File: config.mk
export PLATFORM = sky130hd
export DESIGN_NAME = cnv_mac
export DESIGN_NICKNAME = d
export VERILOG_FILES = /design/src/rtl/conv3x3_same_pad_strided_unit_defines.svh /design/src/rtl/cnv_pkg.sv /design/src/rtl/cnv_mac.sv
export SDC_FILE = /design/constraint.sdc
export NUM_CORES = 1
export LEC_CHECK = 0
export BUFFER_PORTS_ARGS = -buffer_cell sky130_fd_sc_hd__buf_2
export CAP_MARGIN = 5
export CELL_PAD_IN_SITES_DETAIL_PLACEMENT = 1
export CELL_PAD_IN_SITES_GLOBAL_PLACEMENT = 2
export CORE_UTILIZATION = 36
export CTS_BUF_LIST = sky130_fd_sc_hd__clkbuf_4 sky130_fd_sc_hd__clkbuf_8 sky130_fd_sc_hd__clkbuf_16
export DETAILED_ROUTE_END_ITERATION = 8
export PLACE_DENSITY = 0.81
export SLEW_MARGIN = 20
export SYNTH_ARGS = -nofsm -noshare
export SYNTH_HDL_FRONTEND = slang
export SYNTH_SLANG_ARGS = --single-unit
File: constraint.sdc
create_clock -name i_clk -period 7.18 [get_ports i_clk]
set_input_delay 1.077 -clock i_clk [delete_from_list [all_inputs] [get_ports i_clk]]
set_output_delay 1.077 -clock i_clk [all_outputs]
set_load 0.01 [all_outputs]
File: src/rtl/conv3x3_same_pad_strided_unit_defines.svh
// Assertion macros for the convolution unit's RTL files.
// Depends on nothing; included by name where assertions are written.
`ifndef CONV3X3_SAME_PAD_STRIDED_UNIT_DEFINES_SVH
`define CONV3X3_SAME_PAD_STRIDED_UNIT_DEFINES_SVH

// Same-cycle implication, disabled while reset is low.
`define CNV_ASSERT_NOW(lbl, clk, rst_n, ante, cons, msg) \
    lbl: assert property (@(posedge clk) disable iff (!rst_n) (ante) |-> (cons)) else $error(msg);

// Next-cycle implication, disabled while reset is low.
`define CNV_ASSERT_NEXT(lbl, clk, rst_n, ante, cons, msg) \
    lbl: assert property (@(posedge clk) disable iff (!rst_n) (ante) |=> (cons)) else $error(msg);

`endif

File: src/rtl/cnv_pkg.sv
// Package for the 3x3 strided convolution unit: constants, codes and helpers.
// Used by the top level and cnv_mac; depends on nothing.
package cnv_pkg;

    localparam int DEF_MAX_SIDE         = 64;
    localparam int DEF_MAX_IN_CHANNELS  = 32;
    localparam int DEF_MAX_OUT_CHANNELS = 64;
    localparam int DATA_BITS            = 16;
    localparam int FRAC_BITS            = 8;
    localparam int ADDR_BITS            = 17;
    localparam int COORD_BITS           = 6;
    localparam int SIDE_BITS            = 7;
    localparam int CIN_BITS             = 6;
    localparam int COUT_BITS            = 7;
    localparam int STRIDE_BITS          = 3;
    localparam int STRIDE_MAX           = 4;
    localparam int CFG_IDX_BITS         = 3;
    localparam int CFG_DATA_BITS        = 7;

    localparam logic [1:0] OP_ACT     = 2'd0;
    localparam logic [1:0] OP_WGT     = 2'd1;
    localparam logic [1:0] OP_BIAS    = 2'd2;
    localparam logic [1:0] OP_COMPUTE = 2'd3;

    localparam logic [1:0] ST_OK    = 2'd0;
    localparam logic [1:0] ST_SAT   = 2'd1;
    localparam logic [1:0] ST_RANGE = 2'd2;

    localparam logic [CFG_IDX_BITS-1:0] REG_HEIGHT = 3'd0;
    localparam logic [CFG_IDX_BITS-1:0] REG_WIDTH  = 3'd1;
    localparam logic [CFG_IDX_BITS-1:0] REG_CIN    = 3'd2;
    localparam logic [CFG_IDX_BITS-1:0] REG_COUT   = 3'd3;
    localparam logic [CFG_IDX_BITS-1:0] REG_STRIDE = 3'd4;

    typedef struct packed {
        logic load;
        logic valid;
    } t_mac_ctl;

    function automatic logic [31:0] cfg_clamp(input logic [31:0] v, input logic [31:0] hi);
        logic [31:0] r;
        if (v == 32'd0) begin
            r = 32'd1;
        end else if (v > hi) begin
            r = hi;
        end else begin
            r = v;
        end
        return r;
    endfunction

    // Ceiling of n / s for s in 1..4; division by three uses a reciprocal.
    function automatic logic [SIDE_BITS-1:0] ceil_div(input logic [SIDE_BITS-1:0] n,
                                                      input logic [STRIDE_BITS-1:0] s);
        logic [8:0]  t;
        logic [17:0] m;
        logic [SIDE_BITS-1:0] r;
        t = 9'(n) + 9'(s) - 9'd1;
        m = 18'(t) * 18'd171;
        case (s)
            3'd2: begin
                r = SIDE_BITS'(t >> 1);
            end
            3'd3: begin
                r = SIDE_BITS'(m >> 9);
            end
            3'd4: begin
                r = SIDE_BITS'(t >> 2);
            end
            default: begin
                r = n;
            end
        endcase
        return r;
    endfunction

endpackage

File: src/rtl/cnv_mac.sv
// Shared multiply-accumulate unit: registered product, then accumulate.
// Depends on cnv_pkg.
module cnv_mac #(
    parameter int ACC_W = 42
) (
    input  logic                                 i_clk,
    input  logic                                 i_rst_n,
    input  cnv_pkg::t_mac_ctl                    i_ctl,
    input  logic signed [ACC_W-1:0]              i_load_val,
    input  logic signed [cnv_pkg::DATA_BITS-1:0] i_a,
    input  logic signed [cnv_pkg::DATA_BITS-1:0] i_b,
    output logic signed [ACC_W-1:0]              o_acc,
    output logic                                 o_busy
);

    logic                                   r_pvalid;
    logic signed [2*cnv_pkg::DATA_BITS-1:0] r_prod;
    logic signed [ACC_W-1:0]                r_acc;

    always_ff @(posedge i_clk) begin
        if (!i_rst_n) begin
            r_pvalid <= 1'b0;
        end else begin
            r_pvalid <= i_ctl.valid;
        end
        r_prod <= i_a * i_b;
        if (i_ctl.load) begin
            r_acc <= i_load_val;
        end else if (r_pvalid) begin
            r_acc <= r_acc + ACC_W'(r_prod);
        end
    end

    assign o_acc  = r_acc;
    assign o_busy = r_pvalid;

endmodule

==> results.json, run 1 <==
{
  "status": "completed",
  "reg2reg_from": "o_acc[0]",
  "layout-drive-gt1-share": 0.118,
  "seq_area_frac_synth": 0.135,
  "num_rows": 72,
  "slowest_delay_ns": 0.59,
  "critPathArrivalTime_ns": 7.12,
  "drc_errors": 0,
  "dp_hpwl_mm": 32.6,
  "yosysWarnings": 0,
  "cts_resized": 0,
  "synthFlopType": "edfxtp_1",
  "syn_to_final_growth_pct": 11.8,
  "place_inst": 2161,
  "root_buffer": "clkbuf_16",
  "wl_per_cell_microns": 17.2,
  "syn-num-nets": 1992,
  "crit_type": "input port to register",
  "skew_ns": 0.0133,
  "grt_overflow": 0,
  "path_buf_inv": 5,
  "max_slew.worst_pin.slew_ns": 1.06,
  "synth_cell_types": 56,
  "final_cells": 2177,
  "cp_slowest_cell": "fa_1",
  "grt_setup_unrepaired": "false",
  "hp-class": "register to register",
  "cts_max_level": 3,
  "num_io_pins": 121,
  "clock.fmax_mhz": 146,
  "path_cells": "buf_2, nand2_1, fa_1, inv_1, fa_2, fa_1, fa_1, fa_1, inv_1, fa_1, inv_1, ha_1, inv_1, o21bai_1, a21o_1, or3_1, o211a_1, a311o_1, a21o_1, a21o_1, a21oi_2, xnor2_1",
  "cp-start-kind": "input port",
  "cts_hold_buf": 0,
  "cp_common_cell": "fa_1",
  "hp-start": "r_prod[0]",
  "slew_headroom": 0.291,
  "n_antenna_cell": 0,
  "syn_inst": 1528,
  "clockBufferDepth": 2,
  "viasPerCell": 4.91,
  "gp_congestion": 0.866,
  "dieArea_sq_mm": 0.0403,
  "grt_max_degree": 84,
  "fin_crit_sh": 0.954,
  "dr.pass1.iters": 4,
  "finalHoldViolations": 0,
  "cts.sinks": 75,
  "synth-seq-cells": 75,
  "max_cap_viol_count": 0,
  "die_y_microns": 201,
  "cts_buffers": 9,
  "drtAntennaViolNets": 0,
  "num_vias": 10700,
  "final.min_clock_period_ns": 6.85,
  "fillers": 4523,
  "clock_latency_ns": 0.35,
  "grt_use_total": 0.191,
  "crit_path_end_kind": "register",
  "wl_mm": 37.5,
  "grt_pass1_vias": 11900,
  "antenna_found_initial": 2,
  "fin_nets": 2118,
  "clk_pin_slew_ns": 0.06,
  "die_w_microns": 201,
  "cp_top_family": "adder cells",
  "port_buffers": 120,
  "crit_path_start": "i_b[4]",
  "maxSlewViolCount": 0,
  "async_flop_share": 0,
  "grt_pass1_wl_mm": 61.2,
  "core_area_sq_mm": 0.0388,
  "synth-edff-count": 42,
  "path_max_fanout": 16,
  "cts_tree": "done",
  "netlist_area_sq_mm": 0.0142,
  "cts_setup_buffers": 0,
  "final-setup-viol-count": 0,
  "required_ns": 7.45,
  "start_util": 0.366,
  "drt_iter0_drc": 351,
  "avgSynthCellArea_sq_um": 9.31
}
-- per-stage QoR --
step / TNS, ns / setup slack (ns) / utilization / hold slack (ns) / area [sq um]
2_1_floorplan: 0 / 0.0466 / - / 0.620 / 14200
3_3_place_gp: 0 / 0.0835 / 0.402 / 0.680 / 15600
3_5_place_dp: -0.0311 / -0.0311 / 0.402 / 0.697 / 15600
4_1_cts: 0 / 0.324 / 0.410 / 0.711 / 15900
5_1_grt: 0 / 0.0625 / 0.410 / 0.717 / 15900
6_report: 0 / 0.330 / 0.410 / 0.688 / 15900
-- flip-flops by register name (all words and copies together), names as in the netlist --
signal  flops
o_busy      1
o_acc      42
r_prod     32
-- layout make-up --
cell class	count	area (sq um)	area share
Clock buffer	13	285	0.0179
Sequential cell	75	1920	0.121
Timing Repair Buffer	158	886	0.0557
Multi-Input combinational cell	1103	11000	0.691
Clock inverter	3	18.8	0.00118
Tap cell	518	648	0.0408
Inverter	307	1150	0.0725
-- cells in the mapped netlist, types with 4 or more instances --
cell,n,area share
o211ai_1,6,0.0032
o21bai_1,9,0.0047
o21ai_1,6,0.0021
and2_1,132,0.058
a211o_1,4,0.0025
or3_1,4,0.0018
a21o_1,38,0.020
or2_2,4,0.0018
and3_1,4,0.0018
ha_1,123,0.11
clkbuf_1,42,0.011
edfxtp_1,42,0.089
dfxtp_1,33,0.046
o21ai_0,57,0.020
nor2b_1,7,0.0031
a21oi_2,4,0.0025
a31oi_1,4,0.0018
xnor2_1,41,0.025
a21oi_1,46,0.016
inv_1,307,0.081
o21a_1,12,0.0063
nand2_1,178,0.047
nor2_1,46,0.012
nand3_1,8,0.0028
nor3_1,13,0.0046
nand2b_1,13,0.0057
a211oi_1,11,0.0058
nand4_1,4,0.0018
xor2_1,30,0.018
fa_1,263,0.37
-- cells in the final DEF (no fill, tap or decap), types with 12 or more instances in the layout --
| master | Yosys | routed |
|---|---|---|
| a21oi_1 | 46 | 46 |
| inv_1 | 307 | 307 |
| buf_4 | 0 | 38 |
| nor2_1 | 46 | 46 |
| nand2b_1 | 13 | 13 |
| nor3_1 | 13 | 13 |
| xnor2_1 | 41 | 41 |
| o21ai_0 | 57 | 57 |
| ha_1 | 123 | 123 |
| o21a_1 | 12 | 12 |
| xor2_1 | 30 | 30 |
| edfxtp_1 | 42 | 42 |
| nand2_1 | 178 | 178 |
| a21o_1 | 38 | 38 |
| fa_1 | 263 | 262 |
| buf_2 | 1 | 120 |
| dfxtp_1 | 33 | 33 |
| and2_1 | 132 | 132 |
-- per-layer routing --
layer  up-vias  track usage  routed length [microns]
met4         4       0.0466                      705
met5         -            0                       22
met1      5477        0.240                    16200
li1       5014            -                        -
met3        43       0.0209                      998
met2       150        0.347                    19600
-- tightest hold or removal path: cells and delay by family, from the launching register on --
family	cells	cell delay, ns
adders and majority gates	1	0.12
DFF	1	0.34
muxes	1	0.13
-- logic make-up after synthesis --
kind of cell | after synthesis | share of synthesized area
xor+xnor | 71 | 0.0437
compound gates | 225 | 0.105
buf+inv | 350 | 0.0924
mux | 2 | 0.00158
simple gates | 419 | 0.143
flops | 75 | 0.135
fa+ha+maj | 386 | 0.478
-- worst paths after layout --
| check | end | slack, ns | cells after the start |
|---|---|---|---|
| worst min register to register | o_acc[0] | 0.69 | 2 |
| worst max register to register | o_acc[26] | 3.80 | 13 |
| worst max-delay path | r_prod[31] | 0.33 | 22 |
| worst min-delay path | o_acc[0] | 0.69 | 2 |
Power of run 1 is not shown: default switching activity piles up to over one toggle a cycle in this logic, so the estimate is an artifact.
==> run 2: changes to the inputs <==
==> constraint.sdc (replaced) <==
create_clock -name i_clk -period 7.18 [get_ports i_clk]
set_input_delay 0.359 -clock i_clk [delete_from_list [all_inputs] [get_ports i_clk]]
set_output_delay 0.359 -clock i_clk [all_outputs]
set_load 0.01 [all_outputs]
==> run 2 against run 1 <==
  * Worst setup slack gained 0.40 ns
  * Global-route usage decreased by 0.35 points
  * Final cell count is 1.5% lower
  * Critical endpoint unchanged
==> results.json, run 2 (synthesized netlist as in run 1, its figures left out) <==
{
  "syn_to_final_growth_pct": 9.90,
  "dr_wl_met2_mm": 19.5,
  "cts_tree": "done",
  "cts_max_level": 3,
  "fillers": 4508,
  "max_cap_viol_count": 0,
  "reg2reg_to": "o_acc[39]",
  "grt_setup_unrepaired": "false",
  "final-setup-viol-count": 0,
  "holdPathEnd": "o_busy",
  "grt_pass1_vias": 11600,
  "wl_per_cell_microns": 17.1,
  "clock.fmax_mhz": 155,
  "cts_buffers": 9,
  "num_rows": 72,
  "cts_resized": 0,
  "final_cells": 2144,
  "maxSlewViolCount": 0,
  "finalHoldViolations": 0,
  "slew_headroom": 0.314,
  "grt_overflow": 0,
  "timing.reg2reg.setup_slack_ns": 3.83,
  "final_cell_mix": "inv_1, fa_1, nand2_1",
  "hp-start": "i_ctl[0]",
  "num_io_pins": 121,
  "fin_crit_sh": 0.898,
  "cts_hold_buf": 0,
  "die_w_microns": 201,
  "n_antenna_cell": 0,
  "critPathArrivalTime_ns": 6.70,
  "fin_nets": 2085,
  "status": "completed",
  "port_buffers": 120,
  "tns_ns": 0,
  "final.min_clock_period_ns": 6.45,
  "max_slew.worst_pin.slew_ns": 1.03,
  "grt_pass1_wl_mm": 60.3,
  "wl_met1_mm": 16.1,
  "cts_setup_buffers": 0,
  "reg2regPathDepth": 11,
  "root_buffer": "clkbuf_16",
  "gp_congestion": 0.856,
  "drt_iter0_drc": 372,
  "hold_depth": 2,
  "cp-start-kind": "input port",
  "crit_type": "input port to register",
  "clk_pin_slew_ns": 0.06,
  "fin_hold_ws_ns": 0.222,
  "met3_length_microns": 785,
  "crit_path_end_kind": "register",
  "seq_area_sq_mm": 0.00192,
  "start_util": 0.366,
  "cts.sinks": 75,
  "routed.top_layer": "met5",
  "grt_max_degree": 85,
  "viasPerCell": 4.91,
  "skew_ns": 0.00918,
  "drc_errors": 0,
  "wl_mm": 36.7,
  "dieArea_sq_mm": 0.0403,
  "die_y_microns": 201,
  "antenna_found_initial": 1,
  "place_inst": 2128,
  "multi_input_comb_area_sq_mm": 0.0110,
  "largest_register_ffs": 42,
  "dp_hpwl_mm": 31.6,
  "layout-drive-gt1-share": 0.0984,
  "final_common_cell": "inv_1",
  "required_ns": 7.43,
  "clock_latency_ns": 0.34,
  "num_vias": 10500,
  "utilization": 0.403,
  "path_max_fanout": 16,
  "clockBufferDepth": 2,
  "hp-class": "input port to register",
  "reg2reg_from": "o_acc[8]",
  "dr.pass1.iters": 4,
  "drtAntennaViolNets": 0,
  "core_area_sq_mm": 0.0388,
  "grt_use_total": 0.187
}
-- run 2: worst max path at each step --
stage                 end  cells after the start  startpoint
6_report       r_prod[31]                     23     i_a[15]
3_5_place_dp   r_prod[31]                     23     i_a[15]
5_1_grt        r_prod[31]                     23     i_a[15]
4_1_cts        r_prod[31]                     23     i_a[15]
3_3_place_gp   r_prod[31]                     23     i_a[15]
2_1_floorplan  r_prod[31]                     22     i_a[15]
-- run 2: per-layer routing --
| metal | track usage | up-vias |
|---|---|---|
| met2 | 0.348 | 133 |
| met4 | 0.0316 | 2 |
| met1 | 0.239 | 5395 |
| li1 | - | 4964 |
| met3 | 0.0144 | 25 |
| met5 | 0 | - |
-- run 2: area by class of cell --
type,count,share of cell area
multi-input cells,1103,0.703
flip-flops and latches,75,0.123
inverters,307,0.0737
well taps,518,0.0415
repair buffers,125,0.0408
clock buffers,12,0.0166
clock inverters,4,0.00152
-- run 2: through the flow --
stage          instance area (sq um)  worst slack (ns)
3_3_place_gp                   15300             0.615
3_5_place_dp                   15300             0.366
2_1_floorplan                  14200             0.664
6_report                       15600             0.731
4_1_cts                        15600             0.738
5_1_grt                        15600             0.435
-- run 2: worst max-delay path, cell delays in order --
cell      delay [ns]
buf_2           0.29
nand2_1         0.15
inv_1           0.14
fa_1            0.55
fa_1            0.64
buf_4           0.20
fa_1            0.46
fa_1            0.52
fa_1            0.49
inv_1           0.05
fa_1            0.47
inv_1           0.04
ha_1            0.31
inv_1           0.13
o21bai_1        0.08
a21o_1          0.19
or3_1           0.31
o211a_1         0.25
a311o_1         0.35
a21o_1          0.20
a21o_1          0.19
a21oi_2         0.16
xnor2_1         0.15
Power of run 2 is left out for the same reason.
