--- src/rtl/conv3x3_same_pad_strided_unit_defines.svh ---
// Assertion macros for the convolution unit's RTL files.
// Depends on nothing; included by name where assertions are written.
`ifndef CONV3X3_SAME_PAD_STRIDED_UNIT_DEFINES_SVH
`define CONV3X3_SAME_PAD_STRIDED_UNIT_DEFINES_SVH

// Same-cycle implication, disabled while reset is low.
`define CNV_ASSERT_NOW(lbl, clk, rst_n, ante, cons, msg) \
    lbl: assert property (@(posedge clk) disable iff (!rst_n) (ante) |-> (cons)) else $error(msg);

// Next-cycle implication, disabled while reset is low.
`define CNV_ASSERT_NEXT(lbl, clk, rst_n, ante, cons, msg) \
    lbl: assert property (@(posedge clk) disable iff (!rst_n) (ante) |=> (cons)) else $error(msg);

`endif

--- src/rtl/cnv_ram.sv ---
// Generic simple dual-port RAM with one write port and a registered read.
// Depends on nothing.
module cnv_ram #(
    parameter int W = 16,
    parameter int DEPTH = 64,
    localparam int AW = (DEPTH > 1) ? $clog2(DEPTH) : 1
) (
    input  logic          i_clk,
    input  logic          i_we,
    input  logic [AW-1:0] i_waddr,
    input  logic [W-1:0]  i_wdata,
    input  logic [AW-1:0] i_raddr,
    output logic [W-1:0]  o_rdata
);

    logic [W-1:0] r_mem [DEPTH];

    always_ff @(posedge i_clk) begin
        if (i_we) begin
            r_mem[i_waddr] <= i_wdata;
        end
        o_rdata <= r_mem[i_raddr];
    end

endmodule

--- config.mk ---
export PLATFORM = sky130hd
export DESIGN_NAME = cnv_ram
export DESIGN_NICKNAME = d
export VERILOG_FILES = /design/src/rtl/conv3x3_same_pad_strided_unit_defines.svh /design/src/rtl/cnv_ram.sv
export SDC_FILE = /design/constraint.sdc
export NUM_CORES = 1
export LEC_CHECK = 0
export BUFFER_PORTS_ARGS = -buffer_cell sky130_fd_sc_hd__buf_4
export CORE_ASPECT_RATIO = 0.8
export CORE_MARGIN = 3
export CORE_UTILIZATION = 40
export CTS_CLUSTER_SIZE = 40
export DETAILED_ROUTE_END_ITERATION = 7
export HOLD_SLACK_MARGIN = 0.02
export PLACE_DENSITY_LB_ADDON = 0.3
export REMOVE_ABC_BUFFERS = 1
export SYNTH_ARGS = -nofsm -noshare
export SYNTH_HDL_FRONTEND = slang
export SYNTH_SLANG_ARGS = --single-unit
--- constraint.sdc ---
create_clock -name i_clk -period 7.4 [get_ports i_clk]
set_clock_uncertainty 0.05 [all_clocks]
set_input_delay 1.85 -clock i_clk [delete_from_list [all_inputs] [get_ports i_clk]]
set_output_delay 1.85 -clock i_clk [all_outputs]
set_load 0.03 [all_outputs]
==> metrics.yaml, run 1 <==
clocking:
  postCtsHoldBufs: 0
  cts_root_buffer: "clkbuf_16"
  ctsHtreeMaxLevel: 3
  worstSkewPairLatency_ns: 0.65
  clkTransAtPathRegs_ns: 0.06
  cts_tree: "yes"
  cts_buffer_depth: 3
  cts_made_buffers: 98
  cts_resized: 0
  post-cts-setup-buffers: 0
  clock-sinks: 1040
layout:
  final_common_cell: "edfxtp_1"
  multi_input_area_um2: 8270
  regArea_um2: 31100
  fin_util_pct: 45.6
  nFillCells: 8248
  nNetsFinal: 1977
  drive_gt1_share_pct: 25.7
  final_cell_mix: "edfxtp_1, mux4_2, buf_4"
  area_growth_syn_to_layout_pct: 12.8
sta:
  fmax_mhz: 222
  period_share_pct: 61.0
  rsz0062_at_grt: "false"
  max_slew_margin_pct: 26.3
  setup_violations: 0
  min_period_ns: 4.51
  setup_tns_ns: 0
  hold_violations: 0
  tightest_slew_ns: 1.11
  drv_slew: 0
floorplan:
  start_util_pct: 40.5
  dieHeight_um: 289
  die_w_um: 360
  die-area_um2: 104000
  rows: 103
  coreArea_um2: 99000
  ios: 46
routing:
  first_pass_iters: 5
  routed-via-count: 19200
  viasPerCell: 5.74
  ant_nets: 0
  drt-initial-drc-count: 2558
  drc_errors: 0
  drt-total-wl_um: 95700
  routedWlPerCell_um: 28.7
logic_synthesis:
  ys_seq_area_share_pct: 77.6
  synth_edf_count: 1024
  yosys.area.top_type: "edfxtp_1"
  synth-compound-area-share_pct: 2.41
  ys.warnings.count: 0
  yosysUniqueCellTypes: 43
  synthArstFlopShare_pct: 0
  syn_inst: 1829
  synth_top_family_by_area: "multiplexers"
  netlist_area_um2: 40000
  synth-seq-cells: 1040
  synth.area.top_cells: "edfxtp_1, mux4_2, mux2i_1"
  synth_flop_cell: "edfxtp_1"
  avgSynthCellArea_um2: 21.9
  yosys.area_share.simple_pct: 2.65
  synthAdderAreaFrac_pct: 0
  muxShareOfSynthArea_pct: 15.5
  synth_top_area_share_pct: 76.8
  synth-xor-area-share_pct: 0
flow_run:
  cap_violations: 0
worst_setup_path:
  rr_worst_depth: 4
  crit_path_end: "o_rdata[2]"
  worstSetupPathType: "in -> reg"
  worstPathArrival_ns: 4.98
  r2r-end: "o_rdata[11]"
  r2r-start: "r_mem[62][11]"
  cp-startpoint: "i_raddr[0]"
  end_kind: "flip-flop"
  required_ns: 7.87
  worstPathMaxFanout: 76
  r2r_slack_ns: 4.99
  cp-start-kind: "primary input"
status:
  status: "finished, final reports clean"
global_route:
  grt_pass1_vias: 19200
  antenna_found_initial: 5
  grt_overflow_total: 0
  grt_max_degree: 100
  grt_pass1_wl_um: 139000
  grt_use_total_pct: 18.5
worst_hold_path:
  hp-class: "reg -> reg"
place:
  dp_hpwl_um: 56000
  numPortBuffers: 45
  gp_congestion: 0.814
pwr:
  power.leakage_uw: 0.0141
  ir_worst_vdd_mv: 0.159
  power_density_nw_per_um2: 270
-- stage by stage --
stage / cell area (um2) / hold WS, ns / std cells / setup WS (ns) / total power, uW
after floorplan: 39300 / 0.710 / 1725 / 3.62 / 6920
after global placement: 41900 / 0.817 / 3159 / 2.20 / 7280
after detailed placement: 41900 / 0.830 / 3159 / 2.20 / 7300
after CTS: 45200 / 0.853 / 3338 / 2.89 / 12300
after global routing: 45200 / 0.886 / 3338 / 2.69 / 12600
final: 45200 / 0.854 / 3339 / 2.89 / 12200
-- kinds of logic after synthesis --
family | Yosys count
AOI/OAI and AO/OA | 129
buffers and inverters | 104
DFF | 1040
muxes | 336
and+or+nand+nor | 220
-- synth_stat cells, types with 4 or more instances --
cell type  number
edfxtp_1     1024
mux4_2        220
mux2i_1        85
nor2_1         72
nand2_1        59
a22oi_1        39
buf_2          36
nor2b_1        30
mux2_2         27
clkbuf_1       24
nand3_1        24
a21oi_1        17
buf_6          17
a221oi_1       16
dfxtp_1        16
buf_4          13
nand4_1        12
a211o_1         8
a211oi_1        8
a311oi_1        8
a31oi_1         8
a221o_1         6
a22o_1          6
a41oi_1         5
and4_1          5
buf_12          5
o21ai_0         5
mux4_1          4
-- area by class of cell --
| type | instances | area share [%] |
|---|---|---|
| sequential | 1040 | 68.8 |
| multi-input combinational | 685 | 18.3 |
| clock buffer | 119 | 5.84 |
| tap | 1312 | 3.63 |
| timing repair buffer | 122 | 2.12 |
| clock inverter | 60 | 1.28 |
| antenna | 1 | 0.00554 |
-- state kept, by name, indices dropped and copies added, names as in the netlist --
signal,count
o_rdata,16
r_mem,1024
-- power by group --
group          switching (uW)  total, uW  leakage, uW  internal [uW]
logic                     402        615      0.00324            213
registers                28.0       6550      0.00935           6520
clock network            2110       5020      0.00155           2920
total                    2530      12200       0.0141           9650
-- worst min-delay path by stage --
stage,startpoint,to,slack [ns],depth (start not counted)
floorplan,r_mem[62][10],o_rdata[10],0.71,5
global placement,r_mem[24][14],o_rdata[14],0.82,4
detailed placement,r_mem[26][14],o_rdata[14],0.83,4
CTS,r_mem[26][14],o_rdata[14],0.85,4
global route,r_mem[27][14],o_rdata[14],0.89,4
finish,r_mem[34][9],o_rdata[9],0.85,3
-- worst max-delay path, cell delays in order --
cell and delay [ns]:
buf_8 0.63, buf_12 0.58, mux4_2 0.59, mux2_2 0.28
nand2_1 0.11, nand4_1 0.40, and4_1 0.38
-- metal layers --
layer / routed length [um] / track usage, % / part of all wire, %
met5: 12 / 0 / 0.013
met4: 1680 / 4.26 / 1.8
met3: 8210 / 4.03 / 8.6
met2: 43100 / 27.5 / 45
met1: 42800 / 28.1 / 45
Note: power is estimated with default switching activity, not from simulation.
==> run 2, diff against run 1 <==
==> constraint.sdc (replaced) <==
create_clock -name i_clk -period 4 [get_ports i_clk]
set_clock_uncertainty 0.05 [all_clocks]
set_input_delay 1 -clock i_clk [delete_from_list [all_inputs] [get_ports i_clk]]
set_output_delay 1 -clock i_clk [all_outputs]
set_load 0.03 [all_outputs]
==> run 2 against run 1 <==
  * Die area is the same
  * Critical endpoint unchanged
  * Power rose by 84%
  * Sequential share of layout area down 0.55 points
  * Highest routed layer is now met4
  * Clock power grew 80%
  * Routed wire length increased by 3.2%
==> metrics.yaml, run 2 (synthesis results as in run 1) <==
floorplan:
  die-area_um2: 104000  # unchanged
  ios: 46  # unchanged
  die_w_um: 360  # unchanged
  rows: 103  # unchanged
  start_util_pct: 40.5  # unchanged
  coreArea_um2: 99000  # unchanged
  dieHeight_um: 289  # unchanged
worst_setup_path:
  r2r-end: "o_rdata[2]"
  end_kind: "flip-flop"
  worstPathArrival_ns: 3.51  # -1.47 ns
  r2r_slack_ns: 1.74  # -3.25 ns
  required_ns: 4.50  # -3.37 ns
  worstPathMaxFanout: 36  # -53%
  worstSetupPathType: "in -> reg"
  r2r-start: "r_mem[30][2]"
  rr_worst_depth: 5  # +1
  cp-start-kind: "primary input"
status:
  status: "finished, final reports clean"
clocking:
  post-cts-setup-buffers: 0  # unchanged
  cts_tree: "yes"
  cts_made_buffers: 97  # -1.0%
  clock-sinks: 1040  # unchanged
  ctsHtreeMaxLevel: 3  # unchanged
  cts_root_buffer: "clkbuf_16"
  worstSkewPairLatency_ns: 0.68  # +0.03 ns
  clkTransAtPathRegs_ns: 0.06  # about the same
  cts_resized: 0  # unchanged
  postCtsHoldBufs: 0  # unchanged
  cts_buffer_depth: 3  # unchanged
sta:
  setup_violations: 0  # unchanged
  min_period_ns: 3.01
  hold_violations: 0  # unchanged
  max_slew_margin_pct: 28.8  # +2.5 points
  tightest_slew_ns: 1.07  # -0.0402 ns
  drv_slew: 0  # unchanged
  period_share_pct: 75.3
  rsz0062_at_grt: "false"
  setup_tns_ns: 0  # unchanged
  hold_ws_ns: 0.753  # -0.101 ns
  fmax_mhz: 332
routing:
  met1_length_um: 43600  # +1.9%
  drt-total-wl_um: 98800  # +3.2%
  route.met2.wl_um: 44100  # +2.3%
  drt-initial-drc-count: 2617  # +2.3%
  drc_errors: 0  # unchanged
  routedWlPerCell_um: 29.1  # +1.5%
  met3_wirelength_um: 9120  # +11%
  first_pass_iters: 5  # unchanged
  ant_nets: 0  # unchanged
  viasPerCell: 5.71  # -0.47%
  top_layer: "met4"
  routed-via-count: 19400  # +1.2%
layout:
  area_growth_syn_to_layout_pct: 13.7
  regArea_um2: 31100  # unchanged
  largest_reg_flops: 1024  # unchanged
  biggestRegsByFlops: "r_mem (1024), o_rdata (16)"
  nFillCells: 8197  # -0.62%
  nNetsFinal: 2029  # +2.6%
  multi_input_area_um2: 8250  # -0.30%
  largest_register: "r_mem"
  final_cell_mix: "edfxtp_1, mux4_2, buf_4"
  final_common_cell: "edfxtp_1"
  drive_gt1_share_pct: 27.4  # +1.7 points
pwr:
  power_density_nw_per_um2: 491  # +82%
  ir_worst_vdd_mv: 0.336  # +110%
  power.leakage_uw: 0.0144  # +1.9%
global_route:
  grt_pass1_wl_um: 143000  # +2.8%
  grt_use_total_pct: 19.1  # +0.61 points
  antenna_found_initial: 4  # -1
  grt_pass1_vias: 19500  # +1.5%
  grt_max_degree: 65  # -35%
  grt_overflow_total: 0  # unchanged
worst_hold_path:
  worstHoldStart: "i_waddr[2]"
  hold_depth: 3  # unchanged
  hp-class: "in -> reg"
  hold_end: "r_mem[52][7]"
place:
  numPortBuffers: 45  # unchanged
  gp_congestion: 0.841  # +3.4%
  dp_hpwl_um: 59500  # +6.3%
flow_run:
  cap_violations: 0  # unchanged
==> run 2: changes by cell type in the layout (fill, tap and decap cells not counted), moves of 3 or more <==
cell	previous run	this run
nor2b_2	4	0
clkinvlp_4	8	1
clkinv_2	12	20
clkinv_1	25	18
nor2b_1	26	30
clkbuf_16	103	98
buf_4	117	163
clkbuf_1	16	23
clkbuf_8	0	5
bufinv_16	11	8
buf_12	2	9
==> run 2: layout make-up <==
cell class	instances	share of cell area (%)
repair buffers	175	3.17
clock buffers	126	5.73
clock inverters	54	1.13
multi-input cells	685	18.1
flip-flops and latches	1040	68.2
diodes	2	0.0110
well taps	1312	3.61
==> run 2: through the flow <==
step	instances	instance area [um2]	utilization [%]	total power, uW	worst slack (ns)
floorplan	1725	39300	-	12800	1.07
global placement	3212	42400	42.8	13500	0.293
detailed placement	3212	42400	42.8	13600	0.311
CTS	3392	45500	46.0	22500	1.04
global route	3392	45500	46.0	23100	0.964
finish	3394	45500	46.0	22400	0.989
==> run 2: power breakdown <==
part           leakage, uW  switching, uW  internal [uW]
Sequential         0.00935           64.6          12100
Clock              0.00153           3910           5130
Combinational      0.00353            771            435
==> run 2: worst max-delay path, stage by stage <==
cell	delay (ns)
buf_6	0.37
buf_12	0.25
buf_12	0.24
mux4_2	0.38
mux2_2	0.29
nand2_1	0.14
nand4_1	0.42
and4_1	0.37
==> run 2: layer usage <==
layer  vias up  GRT usage, %
met3       123          4.71
met4         0          4.36
met5         -             0
met2       827          28.2
met1     10400          28.8
li1       8028             -
==> run 2: how the worst max path moves through the flow <==
stage / from / to / slack (ns) / cells past startpoint
2_1_floorplan: i_we / r_mem[48][0] / 1.07 / 3
3_3_place_gp: i_raddr[1] / o_rdata[12] / 0.29 / 8
3_5_place_dp: i_raddr[1] / o_rdata[12] / 0.31 / 8
4_1_cts: i_raddr[1] / o_rdata[5] / 1.04 / 8
5_1_grt: i_raddr[1] / o_rdata[2] / 0.96 / 8
6_report: i_raddr[1] / o_rdata[2] / 0.99 / 8
==> run 3, diff against run 2 <==
--- a/config.mk
+++ b/config.mk
@@ -5,6 +5,7 @@
 export SDC_FILE = /design/constraint.sdc
 export NUM_CORES = 1
 export LEC_CHECK = 0
+export ABC_AREA = 1
 export BUFFER_PORTS_ARGS = -buffer_cell sky130_fd_sc_hd__buf_4
 export CORE_ASPECT_RATIO = 0.8
 export CORE_MARGIN = 3
==> constraint.sdc (replaced) <==
create_clock -name i_clk -period 2.5 [get_ports i_clk]
set_clock_uncertainty 0.05 [all_clocks]
set_input_delay 0.625 -clock i_clk [delete_from_list [all_inputs] [get_ports i_clk]]
set_output_delay 0.625 -clock i_clk [all_outputs]
set_load 0.03 [all_outputs]
==> run 3 against run 2 <==
  * Global-route usage up 2.7 points
  * Power up 65%
  * Critical endpoint is now o_rdata[0]
  * Utilization up 1.3 points
  * Clock power up 66%
  * Routed wire length up 22%
==> metrics.yaml, run 3 <==
status:
  status: "finished, final reports clean"
sta:
  tightest_slew_ns: 0.874  # -0.191 ns
  max_slew_margin_pct: 41.7  # +13 points
  min_period_ns: 2.26
  rsz0062_at_grt: "false"
  drv_slew: 0  # unchanged
  setup_violations: 0  # unchanged
  fmax_mhz: 442
  period_share_pct: 90.4
  hold_violations: 0  # unchanged
global_route:
  grt_pass1_vias: 26400  # +35%
  grt_pass1_wl_um: 177000  # +24%
  grt_overflow_total: 0  # unchanged
  grt_use_total_pct: 21.8  # +2.7 points
  grt_max_degree: 85  # +31%
  antenna_found_initial: 5  # +1
worst_setup_path:
  worstPathArrival_ns: 1.59  # -1.92 ns
  r2r-end: "o_rdata[4]"
  cpMaxStageDelayCell: "dfxtp_1"
  path_depth: 1  # -7
  r2r-start: "r_mem[3][4]"
  critPathBufInv: 1  # -2
  worstSetupPathType: "reg -> out"
  worstPathMaxFanout: 1  # -97%
  rr_worst_depth: 8  # +3
  r2r_slack_ns: 0.81  # -0.93 ns
  slowest_delay_ns: 0.66  # +0.24 ns
  path_cells: "buf_4"
  cp-start-kind: "flip-flop"
  critical-path-top-delay-family: "flip-flops"
  required_ns: 1.82  # -2.68 ns
  end_kind: "output port"
routing:
  routed-via-count: 27900  # +44%
  first_pass_iters: 6  # +1
  viasPerCell: 5.43  # -5.0%
  ant_nets: 0  # unchanged
  routedWlPerCell_um: 23.3  # -20%
  drc_errors: 0  # unchanged
  drt-total-wl_um: 120000  # +22%
  drt-initial-drc-count: 3491  # +33%
layout:
  final_common_cell: "nand2_1"
  multi_input_area_um2: 9610  # +17%
  largest_register: "r_mem"
  drive_gt1_share_pct: 11.8  # -16 points
  final_cell_mix: "nand2_1, edfxtp_1, nand3_1"
  area_growth_syn_to_layout_pct: 16.3
  nFillCells: 9265  # +13%
  biggestRegsByFlops: "r_mem (1024), o_rdata (16)"
  stdcell_area_um2: 49000  # +7.6%
  regArea_um2: 31100  # unchanged
  nNetsFinal: 3705  # +83%
  largest_reg_flops: 1024  # unchanged
floorplan:
  die-area_um2: 109000  # +5.0%
  coreArea_um2: 104000  # +4.6%
  rows: 105  # +1.9%
  start_util_pct: 40.7  # +0.21 points
  die_w_um: 369  # +2.5%
  ios: 46  # unchanged
  dieHeight_um: 296  # +2.5%
pwr:
  power_uw: 37000  # +65%
  power_density_nw_per_um2: 756  # +54%
  power.leakage_uw: 0.0177  # +23%
  ir_worst_vdd_mv: 0.631  # +88%
logic_synthesis:
  synth.area.top_cells: "edfxtp_1, nand2_1, nand3_1"
  yosys.area.top_type: "edfxtp_1"
  avgSynthCellArea_um2: 12.0  # -45%
  synth_edf_count: 1024  # unchanged
  synth-seq-cells: 1040  # unchanged
  netlist_area_um2: 42100  # +5.1%
  ys_seq_area_share_pct: 73.8  # -3.8 points
  ys.warnings.count: 0  # unchanged
  yosys.cell_count.top_type: "nand2_1"
  yosysUniqueCellTypes: 16  # -63%
  synth_flop_cell: "edfxtp_1"
  synth_commonest_cells: "nand2_1, edfxtp_1, nand3_1"
  syn_inst: 3517  # +92%
  synthArstFlopShare_pct: 0  # unchanged
  synth_top_area_share_pct: 73.0  # -3.8 points
clocking:
  cts_tree: "yes"
  cts_made_buffers: 96  # -1.0%
  cts_buffer_depth: 3  # unchanged
  cts_root_buffer: "clkbuf_16"
  worstSkewPairLatency_ns: 0.67  # about the same
  post-cts-setup-buffers: 0  # unchanged
  postCtsHoldBufs: 0  # unchanged
  cts_resized: 0  # unchanged
  clock-sinks: 1040  # unchanged
  clkTransAtPathRegs_ns: 0.07  # about the same
  ctsHtreeMaxLevel: 3  # unchanged
worst_hold_path:
  hold_depth: 1  # -2
  worstHoldStart: "i_wdata[0]"
  hold_end: "r_mem[36][0]"
  hp-class: "in -> reg"
place:
  postPlaceCellArea_um2: 45800  # +7.9%
  gp_congestion: 0.847  # +0.70%
  numPortBuffers: 45  # unchanged
  dp_hpwl_um: 71300  # +20%
flow_run:
  cap_violations: 0  # unchanged
==> run 3: cell types whose count changed after synthesis, moves of 14 or more <==
cell      change
mux2i_1      -85
a22oi_1      -39
nor2b_1      -30
nand2_1    +1237
buf_2        +77
nor2_1       -16
nand3_1     +847
mux2_2       -27
a21oi_1      -17
buf_6        +32
buf_1        +14
a221oi_1     -16
mux4_2      -220
==> run 3: cell families after synthesis <==
family	synth area share (%)
simple gates	22.7
flops	73.8
buf+inv	3.54
==> run 3: how the worst max path moves through the flow <==
stage                  to  slack, ns       start
2_1_floorplan  o_rdata[6]      -0.89  i_raddr[1]
3_3_place_gp   o_rdata[4]      -0.21  i_raddr[0]
3_5_place_dp   o_rdata[4]      -0.23  i_raddr[0]
4_1_cts        o_rdata[0]       0.17  o_rdata[0]
5_1_grt        o_rdata[0]       0.11  o_rdata[0]
6_report       o_rdata[0]       0.24  o_rdata[0]
==> run 3: per-layer routing <==
metal / track usage (%) / vias up / wire length, um
li1: - / 12700 / -
met1: 32.6 / 13900 / 54300
met2: 31.6 / 1177 / 51600
met3: 5.68 / 154 / 11700
met4: 5.44 / 0 / 2440
met5: 0 / - / 0
==> run 3: final cells by class <==
type                            instances  share of cell area (%)
Clock inverter                         57                    1.26
Antenna cell                            8                  0.0409
Timing Repair Buffer                  285                    6.71
Multi-Input combinational cell       2240                    19.6
Clock buffer                          116                    5.23
Sequential cell                      1040                    63.4
Inverter                               12                   0.146
Tap cell                             1391                    3.55
==> run 3: report_power, final <==
part	switching [uW]	internal [uW]	total [uW]
clock	6380	8630	15000
combinational	1880	753	2630
sequential	96.4	19300	19400
total	8350	28700	37000
==> run 3: stage by stage <==
step / hold slack (ns) / setup TNS [ns] / util [%] / setup WS (ns) / std cells
after floorplan: 0.671 / -81.99 / - / -0.893 / 3292
after global placement: 0.765 / -0.908 / 44.2 / -0.210 / 4968
after detailed placement: 0.731 / -0.969 / 44.2 / -0.228 / 4968
after CTS: 0.322 / 0 / 47.3 / 0.174 / 5141
after global routing: 0.337 / 0 / 47.3 / 0.106 / 5143
final: 0.355 / 0 / 47.3 / 0.240 / 5149
